<file path="config.mk">
export PLATFORM = sky130hd
export DESIGN_NAME = two_player_game_clock
export DESIGN_NICKNAME = d
export VERILOG_FILES = /design/src/sv/tpgc_pkg.sv /design/src/sv/tpgc_cfg.sv /design/src/sv/tpgc_step.sv /design/src/sv/two_player_game_clock.sv
export VERILOG_INCLUDE_DIRS = /design/src /design/src/sv
export SDC_FILE = /design/constraint.sdc
export NUM_CORES = 1
export LEC_CHECK = 0
export BUFFER_PORTS_ARGS = -buffer_cell sky130_fd_sc_hd__buf_2
export CORE_ASPECT_RATIO = 0.9
export CORE_UTILIZATION = 40
export DETAILED_ROUTE_END_ITERATION = 7
export PLACE_DENSITY_LB_ADDON = 0.25
export SLEW_MARGIN = 10
export SYNTH_ARGS = -nofsm -noshare
export SYNTH_HDL_FRONTEND = slang
export SYNTH_SLANG_ARGS = --single-unit
</file>
<file path="constraint.sdc">
create_clock -name clk -period 4.37 [get_ports clk]
set_input_delay 0.2185 -clock clk [delete_from_list [all_inputs] [get_ports clk]]
set_output_delay 0.2185 -clock clk [all_outputs]
set_load 0.005 [all_outputs]
</file>
<file path="src/sv/two_player_game_clock_macros.svh">
// Assertion macros for the two-player game clock.
`ifndef TWO_PLAYER_GAME_CLOCK_MACROS_SVH
`define TWO_PLAYER_GAME_CLOCK_MACROS_SVH

`ifndef SYNTHESIS

// Checked only outside reset.
`define TPGC_ASSERT(lbl, prop, msg) \
	lbl: assert property (@(posedge clk) disable iff (!arst_n) prop) else $error(msg);

// Checked at every edge, reset included.
`define TPGC_ASSERT_ALWAYS(lbl, prop, msg) \
	lbl: assert property (@(posedge clk) prop) else $error(msg);

`else

`define TPGC_ASSERT(lbl, prop, msg)
`define TPGC_ASSERT_ALWAYS(lbl, prop, msg)

`endif

`endif

</file>
<file path="src/sv/tpgc_pkg.sv">
// Types, codes and helper functions shared by the game clock modules.
package tpgc_pkg;

	localparam logic [8:0] TOTAL_FLOOR  = 9'd60;
	localparam logic [8:0] TOTAL_MAX    = 9'd300;
	localparam logic [8:0] TOTAL_RESET  = 9'd300;
	localparam logic [2:0] INC_MAX      = 3'd5;
	localparam logic [2:0] INC_RESET    = 3'd0;
	localparam int         SECS_PER_MIN = 60;
	localparam int         MAX_MINUTES  = 8;

	localparam logic [2:0] ST_IDLE       = 3'd0;
	localparam logic [2:0] ST_RUN        = 3'd1;
	localparam logic [2:0] ST_WHITE_WINS = 3'd2;
	localparam logic [2:0] ST_BLACK_WINS = 3'd3;
	localparam logic [2:0] ST_DRAW       = 3'd4;

	localparam logic REG_TOTAL = 1'b0;
	localparam logic REG_INC   = 1'b1;

	typedef struct packed {
		logic mode;
		logic white_button;
		logic black_button;
		logic left_aux_button;
		logic right_aux_button;
	} in_word_t;

	typedef struct packed {
		logic [2:0] white_minutes;
		logic [5:0] white_secs_part;
		logic [2:0] black_minutes;
		logic [5:0] black_secs_part;
		logic [8:0] white_left;
		logic [8:0] black_left;
		logic       black_on_move;
		logic [2:0] game_status;
	} out_word_t;

	// Effective configuration, already saturated into its legal range.
	typedef struct packed {
		logic [8:0] total;
		logic [2:0] inc;
	} cfg_t;

	typedef struct packed {
		logic [8:0] white_time;
		logic [8:0] black_time;
		logic       turn_black;
		logic [2:0] status;
	} state_t;

	typedef struct packed {
		logic [2:0] minutes;
		logic [5:0] secs;
	} mmss_t;

	// Split seconds into minutes and seconds with a set of independent compares.
	function automatic mmss_t split_mmss(input logic [8:0] v);
		mmss_t      r;
		logic [3:0] q;
		logic [9:0] base;
		q    = '0;
		base = '0;
		for (int k = 1; k <= MAX_MINUTES; k++) begin
			if ({1'b0, v} >= 10'(k * SECS_PER_MIN)) begin
				q    = 4'(k);
				base = 10'(k * SECS_PER_MIN);
			end
		end
		r.minutes = q[2:0];
		r.secs    = 6'({1'b0, v} - base);
		return r;
	endfunction

	// Add the increment and clamp at the cap.
	function automatic logic [8:0] add_capped(input logic [8:0] t, input logic [2:0] inc,
			input logic [8:0] cap);
		logic [9:0] s;
		s = {1'b0, t} + {7'd0, inc};
		return (s > {1'b0, cap}) ? cap : s[8:0];
	endfunction

endpackage

</file>
<file path="src/sv/tpgc_cfg.sv">
// Configuration registers with range saturation for the game clock.
module tpgc_cfg
	import tpgc_pkg::*;
(
	input  logic       clk,
	input  logic       arst_n,
	input  logic       cfg_we,
	input  logic       cfg_index,
	input  logic [8:0] cfg_data,
	output cfg_t       cfg
);

	logic [8:0] total_q;
	logic [2:0] inc_q;

	always_ff @(posedge clk or negedge arst_n) begin
		if (!arst_n) begin
			total_q <= TOTAL_RESET;
			inc_q   <= INC_RESET;
		end else if (cfg_we) begin
			unique case (cfg_index)
				REG_TOTAL: total_q <= cfg_data;
				REG_INC:   inc_q   <= cfg_data[2:0];
				default:   ;
			endcase
		end
	end

	always_comb begin
		if (total_q < TOTAL_FLOOR) begin
			cfg.total = TOTAL_FLOOR;
		end else if (total_q > TOTAL_MAX) begin
			cfg.total = TOTAL_MAX;
		end else begin
			cfg.total = total_q;
		end
		cfg.inc = (inc_q > INC_MAX) ? INC_MAX : inc_q;
	end

endmodule

</file>
<file path="src/sv/tpgc_step.sv">
// Next-state and result logic for one clock word.
module tpgc_step
	import tpgc_pkg::*;
(
	input  in_word_t  word,
	input  state_t    cur,
	input  cfg_t      cfg,
	output state_t    nxt,
	output out_word_t res
);

	logic [8:0] shown_w;
	logic [8:0] shown_b;
	logic [8:0] wt;
	logic [8:0] bt;
	logic       tb;
	logic       ffw;
	logic       ffb;
	logic       drw;
	mmss_t      mw;
	mmss_t      mb;

	always_comb begin
		nxt = cur;
		wt  = cur.white_time;
		bt  = cur.black_time;
		tb  = cur.turn_black;
		ffw = word.white_button && word.right_aux_button;
		ffb = !ffw && word.left_aux_button && word.black_button;
		drw = !ffw && !ffb && word.left_aux_button && word.right_aux_button;

		if (word.mode) begin
			nxt.white_time = cfg.total;
			nxt.black_time = cfg.total;
			nxt.turn_black = 1'b0;
			nxt.status     = ST_RUN;
			shown_w        = cfg.total;
			shown_b        = cfg.total;
		end else begin
			shown_w = cur.white_time;
			shown_b = cur.black_time;
			if (cur.status == ST_RUN) begin
				// A move press ends that player's move before the second is charged.
				if (word.white_button) begin
					tb = 1'b1;
					wt = add_capped(wt, cfg.inc, cfg.total);
				end else if (word.black_button) begin
					tb = 1'b0;
					bt = add_capped(bt, cfg.inc, cfg.total);
				end
				if (!tb) begin
					if (wt != '0) wt = wt - 9'd1;
				end else begin
					if (bt != '0) bt = bt - 9'd1;
				end
				nxt.white_time = wt;
				nxt.black_time = bt;
				nxt.turn_black = tb;
				priority if (drw) begin
					nxt.status = ST_DRAW;
				end else if (wt == '0 || ffw) begin
					nxt.status = ST_BLACK_WINS;
				end else if (bt == '0 || ffb) begin
					nxt.status = ST_WHITE_WINS;
				end else begin
					nxt.status = ST_RUN;
				end
			end
		end

		mw = split_mmss(shown_w);
		mb = split_mmss(shown_b);

		res.white_minutes   = mw.minutes;
		res.white_secs_part = mw.secs;
		res.black_minutes   = mb.minutes;
		res.black_secs_part = mb.secs;
		res.white_left      = nxt.white_time;
		res.black_left      = nxt.black_time;
		res.black_on_move   = nxt.turn_black;
		res.game_status     = nxt.status;
	end

endmodule

</file>
<file path="src/sv/two_player_game_clock.sv">
// Top level of the two-player game clock: input register, state and result register.
//
//   channel  | handshake             | word
//   ---------+-----------------------+-----------------------------
//   in       | in_valid / in_ready   | in_word  (tpgc_pkg::in_word_t)
//   out      | out_valid / out_ready | out_word (tpgc_pkg::out_word_t)
//   cfg      | cfg_we                | cfg_index, cfg_data
//
// A word passes through the input register into the result register, where its result is offered;
// one word per cycle is sustained while the result is not stalled.
// The game state updates as a word moves from the input register into the result register,
// so the following word already sees it.
// A stalled result holds the result register; the input register still takes one more word if it is empty.
// Reset clears the game to idle with zero times and loads the default configuration.

`include "two_player_game_clock_macros.svh"

module two_player_game_clock
	import tpgc_pkg::*;
(
	input  logic       clk,
	input  logic       arst_n,
	input  logic       in_valid,
	output logic       in_ready,
	input  in_word_t   in_word,
	output logic       out_valid,
	input  logic       out_ready,
	output out_word_t  out_word,
	input  logic       cfg_we,
	input  logic       cfg_index,
	input  logic [8:0] cfg_data
);

	in_word_t  word_s1;
	logic      valid_s1;
	state_t    st_q;
	state_t    st_nxt;
	out_word_t res;
	out_word_t out_q;
	logic      out_valid_q;
	logic      load_out;
	cfg_t      cfg;

	tpgc_cfg u_cfg (
		.clk       (clk),
		.arst_n    (arst_n),
		.cfg_we    (cfg_we),
		.cfg_index (cfg_index),
		.cfg_data  (cfg_data),
		.cfg       (cfg)
	);

	tpgc_step u_step (
		.word (word_s1),
		.cur  (st_q),
		.cfg  (cfg),
		.nxt  (st_nxt),
		.res  (res)
	);

	assign load_out  = valid_s1 && (!out_valid_q || out_ready);
	assign in_ready  = !valid_s1 || load_out;
	assign out_valid = out_valid_q;
	assign out_word  = out_q;

	always_ff @(posedge clk or negedge arst_n) begin
		if (!arst_n) begin
			valid_s1    <= 1'b0;
			out_valid_q <= 1'b0;
			st_q        <= '{white_time: '0, black_time: '0, turn_black: 1'b0, status: ST_IDLE};
		end else begin
			if (in_ready) begin
				valid_s1 <= in_valid;
			end
			if (!out_valid_q || out_ready) begin
				out_valid_q <= valid_s1;
			end
			if (load_out) begin
				st_q <= st_nxt;
			end
		end
	end

	always_ff @(posedge clk) begin
		if (in_valid && in_ready) begin
			word_s1 <= in_word;
		end
		if (load_out) begin
			out_q <= res;
		end
	end

	`TPGC_ASSERT(a_ready_only_on_stall, !in_ready |-> (valid_s1 && out_valid_q && !out_ready), "input stalled without a held result")
	`TPGC_ASSERT(a_times_capped, st_q.status == ST_RUN |-> (st_q.white_time <= TOTAL_MAX && st_q.black_time <= TOTAL_MAX), "running time above the maximum total")
	`TPGC_ASSERT(a_ended_game_frozen, (load_out && !word_s1.mode && st_q.status != ST_RUN) |=> $stable(st_q), "tick changed a game that is not running")
	`TPGC_ASSERT(a_result_matches_state, $past(load_out) |-> (out_q.game_status == st_q.status && out_q.white_left == st_q.white_time), "result register out of step with game state")
	`TPGC_ASSERT_ALWAYS(a_reset_idle, !arst_n |-> (!valid_s1 && !out_valid_q), "valid flags set during reset")

endmodule
</file>
# After elaboration in Yosys (flattened, before gate mapping)
# Cells that the tools add are included.
# word_totals
rom_bits	0
n_memories	0
input_bits	20
out_inout_bits	42
mem_bits_rw	0
latchBits	0
ff_bits	81
wordCells	133
# classes
mux	61
n_eq_ne	1
n_lt_le_gt_ge	21
n_mul	0
n_shift	0
n_div	0
n_addsub	6
reduce_logical	22
n_bitwise	1
# op_table
operator	n
$mux 9	21
$mux 6	16
$ge 9x9->1 const B	8
$mux 22	2
$ge 9x8->1 const B	4
$mux 3	11
$add 9x3->10	2
$gt 10x9->1	2
$ge 9x6->1 const B	2
$ge 9x7->1 const B	2
$logic_not 9->1	2
$reduce_bool 9->1	2
$sub 9x1->9 const B	2
$sub 6x6->6	2
$mux 2	5
$gt 9x9->1 const B	1
$lt 9x6->1 const B	1
$logic_and 1x1->1	8
$mux 1	6
$logic_not 1->1	4
$logic_or 1x1->1	4
$reduce_and 2->1	2
$eq 3x1->1 const B	1
$gt 3x3->1 const B	1
$not 1->1	1

# Logic depth before layout (Yosys ltp)
# logic_depth
depth_word	21
ltp_mapped	25
ltp_nobuf	24

# Cells and area by module
# From an unflattened synthesis, not the netlist that was laid out.
# unflattened
hier_cells	740
hier_area_um2	6752.7
# by_module_without_submodules
mod	area_each_um2	seq_area_each_um2	n_inst	cells_each
tpgc_step	3787.4	0.0	1	583
two_player_game_clock	2348.5	1951.9	1	100
tpgc_cfg	616.8	305.3	1	57

# Least setup slack after synthesis
# No wires, ideal clock.
# synth_timing
path_type	register to register
startpoint	register u_cfg.inc_q[2]
endpoint	register out_q (netlist bit out_word[0]), data pin
required_ns	4.096
setup_ns	0.274
path_slack_ns	-0.470
t_arrival_ns	4.566
path_stages_with_launch	24
n_path_buf	2
period_less_slack_ns	4.840
cell_sequence	dfrtp_1 clkbuf_1 ha_1 a31oi_1 and3_1 clkbuf_2 nor2_1 xor2_1 ha_1 and4_1 o21ai_1 a41oi_2 a21oi_2 nand2_1 a21oi_1 a21oi_1 ha_1 o2111ai_1 nor4_4 a31oi_4 nand2b_1 a311o_1 o21ai_1 nand3_1
# synth_lines
element	line	rtl
start, declared	tpgc_cfg.sv:14	logic [2:0] inc_q;
start signal, assigned	tpgc_cfg.sv:23	REG_INC: inc_q <= cfg_data[2:0];
end signal, assigned	two_player_game_clock.sv:89	out_q <= res;
end, declared	two_player_game_clock.sv:39	out_word_t out_q;

==> metrics.md <==
| Metric | Value |
|---|---|
| Sequential fraction of the synthesis area | 34.2% |
| I/O pin cnt | 62 |
| Max Fanout on Critical Path | 4 |
| Worst Setup End Kind | flop |
| DRC viols | 0 |
| Clock skew | 0.0112 ns |
| Slowest stage delay, CP | 0.42 ns |
| Starting Density | 40.9% |
| Minimum clock period | 4.87 ns |
| Synth Net Count | 810 |
| Syn avg cell area | 8.75 um^2 |
| Max-slew violation count | 0 |
| Critical path's top delay family | compound AO/OA/AOI/OAI gates |
| Measured slew at the worst slew-check pin | 0.971 ns |
| Drt pass-1 iters | 6 |
| CP Launch Type | flop |
| Syn Std Cell Area | 6590 um^2 |
| Vias | 6998 |
| Drt initial violations | 578 |
| Hold Fails Final Rpt | 0 |
| TritonCTS clock tree | done |
| Worst-Skew Late Latency | 0.36 ns |
| Total power | 0.00782 W |
| Worst path buffer plus inverter count | 1 |
| Vias in the first global route | 6459 |
| Gpl congestion | 0.922 |
| Reg area | 2260 um^2 |
| Post-synth top area share | 20.5% |
| Max-slew headroom | 35.1% |
| Share of cells above drive strength 1 | 43.1% |
| PnR worst setup slack | -0.496 ns |
| CTS Buf Count | 9 |
| GRT Residual Overflow | 0 |
| Critical Path, Cell by Cell | a21o_1 > ha_4 > ha_4 > a21oi_4 > a21oi_2 > xor2_1 > ha_1 > or3_4 > a21oi_4 > a41o_1 > o21ai_4 > nand2_1 > a21oi_2 > a21oi_2 > buf_4 > ha_4 > nand2_4 > nand4b_1 > a211oi_2 > a41oi_2 > a311o_1 > o21ai_2 > nand3_1 |
| Global-route usage over all layers | 27.3% |
| FF-to-FF path depth | 23 |
| Synth unique cells | 84 |
| Mapped Cells | 754 |
| Clock-pin slew on the worst setup and hold paths | 0.07 ns |
| WP data arrival | 4.95 ns |
| Setup TNS Final | -7.12 ns |
| Period utilisation layout | 111% |
| Initial antenna violation count | 0 |
| Failing checks | negative setup slack |
| Final setup viols | 35 |
| Max frequency | 0.206 GHz |
| Fin nets | 1035 |
| CTS root buf | clkbuf_16 |
| Hold WS | 0.0172 ns |
| Pin count of the biggest net entering global routing | 48 |
| Die area | 17000 um^2 |
| Detail Route Antenna Nets | 0 |
| Post-synth EDFFs | 45 |
| Yosys top cell by area | edfxtp_1 |
| Core Region | 16100 um^2 |
| Antenna cells | 0 |
| Area of the multi-input gates | 4810 um^2 |
| Die height | 124 um |
| DR WL/cell | 19.5 um |
| Ys async rst share | 44.4% |
| Worst path slowest cell | dfrtp_1 |
| Area contributors post-synth | edfxtp_1, dfrtp_1, ha_1 |
| Layout area overhead | 44.8% |
| Pleak | 4.01 nW |
| Drt total wl | 23200 um |
| Critical Path RT | 4.45 ns |
| Cell Pwr Density | 819 nW/um^2 |
| Yosys warns | 0 |
| First-pass GRT wire length | 34700 um |
| RSZ-0062 raised after global routing | true |
| Dpl ws | -0.496 ns |
| Fillers | 1377 |
| CTS Buffer Depth | 2 |
| Die Span X | 137 um |
| DR vias/cell | 5.88 |
| Site row count | 44 |
| CTS Sinks | 81 |
| Max-Cap Viols | 0 |
| WP depth | 23 |
| Maximum resistive drop on vdd | 341 uV |
| CP Class | reg -> reg |
| Post-synth top flop | edfxtp_1 |
| Post-DP HPWL | 16400 um |
| Status | finished with violations |
| CTS HTree Levels | 3 |
| #FFs+latches synth | 81 |
| I/O Buffers | 61 |
| Hold Path Class | in -> async |
==> cell type report <==
cell class                      instances  area share (%)
Clock buffer                            9            2.36
Tap cell                              207            2.71
Timing Repair Buffer                  250            18.7
Sequential cell                        81            23.6
Multi-Input combinational cell        602            50.4
Inverter                               35            1.38
Clock inverter                          7           0.799
==> power breakdown <==
group	internal (W)	switching, W
Sequential	0.00109	0.000176
Clock	0.000447	0.000342
Combinational	0.00279	0.00297
==> cells by family (layout without fill, tap and decap cells) <==
group,count (synthesis),in the layout,synth area share (%)
simple gates,278,278,21.2
compound gates,216,216,22.3
flops,81,81,34.2
buf+inv,71,301,4.44
fa+ha+maj,42,42,7.97
mux,36,36,5.90
xor+xnor,30,30,3.98
==> per-stage QoR <==
| step | std cells | utilization [%] | area, um^2 |
|---|---|---|---|
| 6_report | 1191 | 59.2 | 9550 |
| 3_3_place_gp | 1136 | 51.2 | 8260 |
| 3_5_place_dp | 1136 | 51.2 | 8260 |
| 4_1_cts | 1177 | 56.8 | 9160 |
| 5_1_grt | 1191 | 59.2 | 9550 |
| 2_1_floorplan | 754 | - | 6720 |
==> sequential cells by signal (all words and copies together), names as in the netlist <==
name	flops
out_word	40
u_cfg.total_q	9
st_q	22
out_valid	1
u_cfg.inc_q	3
word_s1	5
valid_s1	1
==> path summary, 6_finish.rpt <==
check	end	slack (ns)	from
setup / recovery	out_word[0]	-0.50	u_cfg.inc_q[2]
hold / removal	st_q[8]	0.02	arst_n
setup reg to reg	out_word[0]	-0.50	u_cfg.inc_q[2]
hold reg to reg	st_q[1]	0.50	st_q[1]
max in group asynchronous	st_q[16]	3.74	arst_n
min in group clk	word_s1[3]	0.04	in_word[3]
==> Yosys cell counts (9+ instances only) <==
cell      count
a211oi_1      9
a21oi_1      48
a31oi_1      17
and3_1       13
clkbuf_1     19
dfrtp_1      32
edfxtp_1     45
ha_1         34
inv_1        34
mux2_2       23
mux2i_1      13
nand2_1      92
nand3_1      21
nor2_1       55
nor3_1       28
o21ai_0      47
o21ai_1      10
xnor2_1      23
==> placed cells by master (no fill, tap or decap), types with 9 or more instances in the layout <==
master / synthesis / routed
a21oi_1: 48 / 39
buf_2: 7 / 61
o21ai_2: 3 / 9
nand2_2: 0 / 10
nor2_1: 55 / 51
ha_4: 0 / 9
dfrtp_1: 32 / 32
nand3_1: 21 / 12
nand3_2: 2 / 9
clkbuf_16: 0 / 9
buf_4: 2 / 175
buf_6: 1 / 12
o21ai_1: 10 / 18
xnor2_1: 23 / 18
edfxtp_1: 45 / 45
nor3_1: 28 / 25
mux2_2: 23 / 21
inv_1: 34 / 34
a31oi_1: 17 / 13
o21ai_0: 47 / 31
nand2_1: 92 / 80
ha_1: 34 / 22
a21oi_2: 3 / 9
mux2i_1: 13 / 9
==> what timing repair did <==
action	in CTS	in global routing
resized for setup	90	61
endpoints found under the setup margin	40	40
setup buffers	27	15
hold buffers	0	0
pin swaps	63	40
==> routing by layer <==
layer	vias up	track usage, %	share of wire [%]
met5	-	0	0
met4	0	11.1	3.4
met3	48	5.05	7.8
met2	324	43.5	46
met1	3359	36.3	43
li1	3267	-	-
No activity file was read; power rests on OpenSTA's default activity.
